### src/design/mqpw_pkg.sv
`timescale 1ns / 1ps
// ----------------------------------------------------------------------------
// mqpw_pkg
// Types, codes and default sizes of the message queue with priority waiters.
// ----------------------------------------------------------------------------
package mqpw_pkg;

	localparam int MsgCountDef = 16;
	localparam int MsgBytesDef = 32;
	localparam int WaitersDef  = 8;

	typedef enum logic [1:0] {
		MODE_SEND   = 2'd0,
		MODE_RECV   = 2'd1,
		MODE_REINIT = 2'd2
	} mode_t;

	typedef enum logic [2:0] {
		ST_OK         = 3'd0,
		ST_TOO_LARGE  = 3'd1,
		ST_FULL       = 3'd2,
		ST_EMPTY      = 3'd3,
		ST_WAIT_FULL  = 3'd4,
		ST_BLOCKED    = 3'd5,
		ST_ALREADY    = 3'd6,
		ST_DISCARDED  = 3'd7
	} st_t;

	typedef enum logic [1:0] {
		PH_IDLE    = 2'd0,
		PH_ACCEPT  = 2'd1,
		PH_DISCARD = 2'd2
	} ph_t;

	typedef enum logic [4:0] {
		OP_NONE,
		OP_LOAD,
		OP_DISCARD,
		OP_SEND_REJECT,
		OP_SEND_BYTE,
		OP_RECV_EMPTY,
		OP_RECV_START,
		OP_RECV_LEN,
		OP_WAKE_INIT_SEND,
		OP_WAKE_INIT_RECV,
		OP_WAKE_RD,
		OP_WAKE_CMP,
		OP_WAKE_LAST,
		OP_WAKE_MOVE,
		OP_EMIT_COMMIT,
		OP_RECV_NOLEN,
		OP_BYTE_RD,
		OP_BYTE_EMIT,
		OP_REINIT,
		OP_BAD
	} dp_op_t;

	typedef struct packed {
		logic [1:0] mode;
		logic [7:0] data_byte;
		logic       last_byte;
		logic [7:0] msg_size;
		logic       blocking;
		logic [7:0] task_id;
		logic [7:0] task_priority;
		logic [7:0] buffer_capacity;
	} in_item_t;

	typedef struct packed {
		logic [2:0] status;
		logic [7:0] out_byte;
		logic       byte_valid;
		logic       last_result;
		logic [7:0] byte_count;
		logic       woken_valid;
		logic [7:0] woken_task;
		logic [4:0] queue_count;
	} out_item_t;

	typedef struct packed {
		logic [1:0] mode;
		logic       phase_idle;
		logic       phase_discard;
		logic       size_bad;
		logic       full;
		logic       empty;
		logic       last;
		logic       len_zero;
		logic       scan_end;
		logic       list_empty;
		logic       stream_done;
		logic       out_busy;
	} dp_stat_t;

endpackage

### src/design/mqpw_ctrl.sv
`timescale 1ns / 1ps
// ----------------------------------------------------------------------------
// mqpw_ctrl
// Sequencer: decodes each request and steps the datapath through its work.
// ----------------------------------------------------------------------------
module mqpw_ctrl (
	input  logic               clk,
	input  logic               arst_n,
	input  logic               req_valid,
	output logic               req_ready,
	input  mqpw_pkg::dp_stat_t stat,
	output mqpw_pkg::dp_op_t   op
);

	typedef enum logic [3:0] {
		S_IDLE, S_DISP, S_RLEN, S_WINIT, S_WCHK, S_WCMP, S_WMOVE, S_POST,
		S_BEMIT, S_BWAIT, S_WAIT
	} state_t;

	state_t state_q, nxt;
	logic   ret_q, ret_d;

	assign req_ready = (state_q == S_IDLE);

	always_comb begin
		op    = mqpw_pkg::OP_NONE;
		nxt   = state_q;
		ret_d = ret_q;
		case (state_q)
			S_IDLE: begin
				if (req_valid) begin
					op  = mqpw_pkg::OP_LOAD;
					nxt = S_DISP;
				end
			end
			S_DISP: begin
				case (stat.mode)
					mqpw_pkg::MODE_SEND: begin
						if (stat.phase_discard) begin
							op  = mqpw_pkg::OP_DISCARD;
							nxt = S_WAIT;
						end else if (stat.phase_idle && (stat.size_bad || stat.full)) begin
							op  = mqpw_pkg::OP_SEND_REJECT;
							nxt = S_WAIT;
						end else begin
							op = mqpw_pkg::OP_SEND_BYTE;
							if (stat.last) begin
								ret_d = 1'b0;
								nxt   = S_WINIT;
							end else begin
								nxt = S_WAIT;
							end
						end
					end
					mqpw_pkg::MODE_RECV: begin
						if (stat.empty) begin
							op  = mqpw_pkg::OP_RECV_EMPTY;
							nxt = S_WAIT;
						end else begin
							op  = mqpw_pkg::OP_RECV_START;
							nxt = S_RLEN;
						end
					end
					mqpw_pkg::MODE_REINIT: begin
						op  = mqpw_pkg::OP_REINIT;
						nxt = S_WAIT;
					end
					default: begin
						op  = mqpw_pkg::OP_BAD;
						nxt = S_WAIT;
					end
				endcase
			end
			S_RLEN: begin
				op    = mqpw_pkg::OP_RECV_LEN;
				ret_d = 1'b1;
				nxt   = S_WINIT;
			end
			S_WINIT: begin
				// a commit wakes a receiver, a receive wakes a sender
				op  = ret_q ? mqpw_pkg::OP_WAKE_INIT_SEND : mqpw_pkg::OP_WAKE_INIT_RECV;
				nxt = S_WCHK;
			end
			S_WCHK: begin
				if (stat.scan_end) begin
					if (stat.list_empty) begin
						nxt = S_POST;
					end else begin
						op  = mqpw_pkg::OP_WAKE_LAST;
						nxt = S_WMOVE;
					end
				end else begin
					op  = mqpw_pkg::OP_WAKE_RD;
					nxt = S_WCMP;
				end
			end
			S_WCMP: begin
				op  = mqpw_pkg::OP_WAKE_CMP;
				nxt = S_WCHK;
			end
			S_WMOVE: begin
				op  = mqpw_pkg::OP_WAKE_MOVE;
				nxt = S_POST;
			end
			S_POST: begin
				if (!ret_q) begin
					op  = mqpw_pkg::OP_EMIT_COMMIT;
					nxt = S_WAIT;
				end else if (stat.len_zero) begin
					op  = mqpw_pkg::OP_RECV_NOLEN;
					nxt = S_WAIT;
				end else begin
					op  = mqpw_pkg::OP_BYTE_RD;
					nxt = S_BEMIT;
				end
			end
			S_BEMIT: begin
				op  = mqpw_pkg::OP_BYTE_EMIT;
				nxt = S_BWAIT;
			end
			S_BWAIT: begin
				if (!stat.out_busy) begin
					if (stat.stream_done) begin
						nxt = S_IDLE;
					end else begin
						op  = mqpw_pkg::OP_BYTE_RD;
						nxt = S_BEMIT;
					end
				end
			end
			S_WAIT: begin
				if (!stat.out_busy) begin
					nxt = S_IDLE;
				end
			end
			default: begin
				nxt = S_IDLE;
			end
		endcase
	end

	always_ff @(posedge clk or negedge arst_n) begin
		if (!arst_n) begin
			state_q <= S_IDLE;
			ret_q   <= 1'b0;
		end else begin
			state_q <= nxt;
			ret_q   <= ret_d;
		end
	end

endmodule

### config.mk
export PLATFORM = sky130hd
export DESIGN_NAME = mqpw_ctrl
export DESIGN_NICKNAME = d
export VERILOG_FILES = /design/src/design/mqpw_pkg.sv /design/src/design/mqpw_ctrl.sv
export SDC_FILE = /design/constraint.sdc
export NUM_CORES = 1
export LEC_CHECK = 0
export ABC_AREA = 0
export ABC_CLOCK_PERIOD_IN_PS = 1600
export BUFFER_PORTS_ARGS = -buffer_cell sky130_fd_sc_hd__buf_2
export CAP_MARGIN = 10
export CORE_MARGIN = 4
export CORE_UTILIZATION = 35
export DETAILED_ROUTE_END_ITERATION = 10
export PLACE_DENSITY = 0.57
export SYNTH_ARGS = -nofsm -noshare
export SYNTH_HDL_FRONTEND = slang
export SYNTH_SLANG_ARGS = --single-unit
### constraint.sdc
create_clock -name clk -period 1.6 [get_ports clk]
set_input_delay 0 -clock clk [delete_from_list [all_inputs] [get_ports clk]]
set_output_delay 0 -clock clk [all_outputs]
set_load 0.01 [all_outputs]
[After elaboration in Yosys (flattened, before gate mapping)]
Index checks and enable logic that the tools add are counted.
Word-level totals
  input port bits: 16
  word-level logic and storage cells: 61
  register bits: 5
  output and inout bits: 6
Operators by class
  multiplexer cells: 32
  reduce and logical (&&, ||, !) cells: 8
  equality and inequality tests: 19
Operators with widths (count)
  one-hot mux 5 bit (10 select lines): 1
  2-to-1 mux 4 bit: 10
  one-hot mux 4 bit (10 select lines): 1
  2-to-1 mux 5 bit: 5
  equality test 4 x 3 -> 1 bit, second input constant: 4
  one-hot mux 5 bit (3 select lines): 1
  equality test 4 bit, second input constant: 3
  != test 2 bit, second input constant: 6
  equality test 4 x 2 -> 1 bit, second input constant: 2
  one-hot mux 4 bit (2 select lines): 1
  2-to-1 mux 1 bit: 7
  2-to-1 mux 2 bit: 3
  2-to-1 mux 3 bit: 2
  AND reduction 5 bit: 1
  equality test 4 x 1 -> 1 bit, second input constant: 1
  logical NOT 4 bit: 1
  AND reduction 3 bit: 1
  equality test 2 x 1 -> 1 bit, second input constant: 1
  equality test 2 bit, second input constant: 1
  logical NOT 2 bit: 1
  != test 2 x 1 -> 1 bit, second input constant: 1
  one-hot mux 1 bit (2 select lines): 1
  nonzero test 2 bit: 1
  OR reduction 2 bit: 1
  other kinds (2): 2

[Longest topological paths before layout]
  word-level depth: 6
  gate-level depth with buffers: 5
  depth with buffers taken out: 4

[Least setup slack after synthesis]
OpenSTA, ideal clock, no wires.
  path kind: flip-flop to flip-flop
  start: register state_q[1]
  end: register state_q[0]
  buffers on the path: 0
  slack: 0.319 ns
  library setup time: 0.121 ns
  data arrival time: 1.160 ns
  data required time: 1.479 ns
  period minus slack after synthesis: 1.281 ns
  cell stages (with the launch flop): 5
  cells stage by stage: dfrtp_1 or2_1 nor4_1 a21oi_1 a22o_1
Between the ends
  cells in the longest elaborated chain, start to end: 3
  elaborated cells between the ends (all ways): 17
  those cells by class: eq/ne (13); mux (1); reduce/logical (3)
Ends and longest elaborated chain
  start: declaration: RTL line mqpw_ctrl.sv:20  | state_t state_q, nxt;
  start signal: assignment: RTL line mqpw_ctrl.sv:147  | state_q <= nxt;
  equality test 4 x 3 -> 1 bit (tied with other cells): RTL line mqpw_ctrl.sv:29  | case (state_q)
  OR reduction 2 bit (no source line) / != test 2 bit (equally long branches)
  one-hot mux 4 bit (10 select lines) / AND reduction 3 bit (equally long branches)
Parallel ways exist; a longest one is shown, timed or not.
A chain may end at the register's enable or synchronous reset.

[Worst setup path after layout]
  start: register state_q[2]
  end: output port op[2]
Between the ends
  cells in the longest elaborated chain, start to end: 2
  elaborated cells between the ends (all ways): 11
  those cells by class: eq/ne (9); mux (1); reduce/logical (1)
Ends and longest elaborated chain
  equality test 4 bit (tied with other cells): RTL line mqpw_ctrl.sv:29
  one-hot mux 5 bit (10 select lines) (*): RTL line mqpw_ctrl.sv:29
  end: declaration: RTL line mqpw_ctrl.sv:12  | output mqpw_pkg::dp_op_t op
Every way passes the cells marked *; elsewhere a longest branch is shown, timed or not.

==> reports/qor.yml <==
status:
  outcome: "complete, no violations"
sta:
  post-route-period-util_pct: 95.04
  hold-worst-slack_ps: 91.96
  max_slew.worst_pin.slew_ps: 397.8
  relSlewSlack_pct: 73.11
  max_freq_mhz: 657.6
  tns_ps: 0
  hold_violations: 0
  clock_skew_ps: 0.7015
  slew_viol_final: 0
  setup_viol_count_final: 0
  finalCriticalPeriod_ps: 1521
placement:
  port_buffers: 21
  place_hpwl_um: 1364
  placedCellCount: 115
  place.gp.congestion: 0.8121
critical_path:
  startpoint_type: "flop"
  cp-end-kind: "primary output"
  cp_data_arrival_time_ps: 1520
  crit_fanout: 8
  cp.required_ps: 1600
  crit_type: "reg2out"
synthesis:
  yosysSeqAreaShare_pct: 21.74
  synth_nets: 92
  netlist.area_leader.share_pct: 21.74
  syn_area_um2: 575.6
  yosys_warnings: 0
  synth.distinct_cells: 42
  synth-seq-cells: 5
  yosysTopAreaCell: "dfrtp_1"
  synth_edf_count: 0
  synth-main-ff-cell: "dfrtp_1"
  ys_async_sr_fraction_pct: 100.0
  synth_area_leaders: "dfrtp_1 22%, o21ai_0 7.0%, nor2_1 5.2%"
  netlist_instances: 76
  syn_area_per_cell_um2: 7.573
pwr:
  p_comb_share_pct: 65.2
  switching_share_pct: 46.11
  ir_drop_uv: 879.9
  seqPwrFrac_pct: 24.0
  p_int_mw: 0.7632
  pwr-share-clk_pct: 10.8
  leakagePower_nw: 0.3713
  power_mw: 1.416
  powerDensity_mw_per_mm2: 1780
  p_switching_mw: 0.6530
global_routing:
  grt_remaining_overflow: 0
  grt_start_max_net_pins: 14
  grt_pass1_vias: 608
  grt_pass1_wl_um: 2725
  antenna_found_initial: 0
  grt_usage_pct: 14.74
clock_network:
  h-tree-depth: 1
  clk_pin_slew_worst_paths_ps: 50
  clk_latency_ps: 250
  cts_root_buf: "clkbuf_4"
  cts_buffers: 3
  cts.sinks: 5
  clk_path_buf_depth: 2
  cts_tree: "done"
routing:
  drtIter0Drc: 10
  via_per_inst: 5.508
  drc_errors: 0
  via_count: 683
  drtAntennaViolNets: 0
  first_pass_iters: 4
  wirelength_um: 1758
  wl_per_cell_um: 14.18
layout:
  nFillCells: 152
  fin_cells: 124
  n_antenna_cell: 0
  final_nets: 125
  layout_common_cells: "21 x buf_2, 9 x buf_4, 8 x o21ai_0"
  drive_gt1_share_pct: 38.89
  area.growth.synth_to_final_pct: 38.26
  final_util_pct: 52.22
  final_common_cell: "buf_2"
floorplanning:
  std_cell_rows: 14
  die_area_mm2: 0.002357
  initial_core_util_pct: 37.77
  core_area_mm2: 0.001524
  die_y_um: 48.55
  ios: 22
  die_w_um: 48.55
run:
  maxCapViolations: 0
min_path:
  hold_path.class: "in2reg"
==> metal layers <==
layer	part of all wire, %	routed length [µm]	global-route usage [%]
met1	45	797	19.22
met2	47	825	22.83
met3	5.8	102	5.215
met4	1.9	33	4.036
met5	0	0	0
==> power groups by stage <==
stage	Combinational, mW	Sequential [mW]	Clock, mW
finish	0.923	0.340	0.153
detailed placement	0.846	0.328	0
floorplan	0.610	0.269	0
global placement	0.849	0.335	0
global route	1.02	0.355	0.168
CTS	0.851	0.329	0.156
==> final cells by class <==
cell class | count | area [µm²] | share of cell area [%]
Tap cell | 16 | 20.02 | 2.516
Multi-Input combinational cell | 64 | 421.7 | 52.99
Sequential cell | 5 | 130.1 | 16.35
Inverter | 4 | 15.01 | 1.887
Clock buffer | 4 | 26.28 | 3.302
Timing Repair Buffer | 31 | 182.7 | 22.96
==> worst max-delay path, stage by stage (launching register included) <==
cell	delay (ps)
dfrtp_2	470
nor4b_4	400
buf_4	170
a211o_1	110
buf_2	120
==> kinds of logic (layout without fill, tap and decap cells) <==
| family | after synthesis | after routing | share of synthesized area [%] |
|---|---|---|---|
| and+or+nand+nor | 32 | 32 | 35.44 |
| AOI/OAI and AO/OA | 30 | 30 | 33.48 |
| buffers and inverters | 7 | 39 | 6.085 |
| xor gates and xnor gates | 1 | 1 | 1.522 |
| muxes | 1 | 1 | 1.739 |
| DFF | 5 | 5 | 21.74 |
==> repair_timing <==
item	4_1_cts	5_1_grt
hold endpoints to repair	5	0
resized for setup	2	5
pin swaps	0	1
hold buffers	1	0
setup endpoints to repair	2	3
setup buffers	0	4
==> synthesized netlist by cell type (2+ instances only) <==
cell type and n:
o21ai_1 3, a21oi_1 4, nor2b_1 2, o21ai_0 8
a22o_1 2, nor2_1 8, nand2_1 4, dfrtp_1 5
nand2b_1 2, inv_1 4, nor4_1 2, a31oi_1 2
==> path summary, 6_finish.rpt <==
| kind | cells past startpoint | to | slack (ps) | start |
|---|---|---|---|---|
| hold reg to reg | 1 | ret_q | 580 | ret_q |
| min in group asynchronous | 2 | ret_q | 110 | arst_n |
| hold / removal | 3 | state_q[3] | 90 | stat[6] |
| setup / recovery | 4 | op[2] | 80 | state_q[2] |
| max in group asynchronous | 2 | state_q[1] | 1340 | arst_n |
| setup reg to reg | 4 | ret_q | 120 | state_q[2] |
==> through the flow <==
stage          setup slack [ps]  instance area (µm²)
6_report                  79.30                795.8
3_3_place_gp              159.7                718.2
2_1_floorplan             318.7                575.6
3_5_place_dp              138.8                718.2
4_1_cts                   5.242                757.0
5_1_grt                  -34.51                795.8
==> sequential cells by signal, summed over array words and instances (netlist names) <==
name and cells:
ret_q 1, state_q 4
Note: power is estimated with default switching activity, not from simulation.
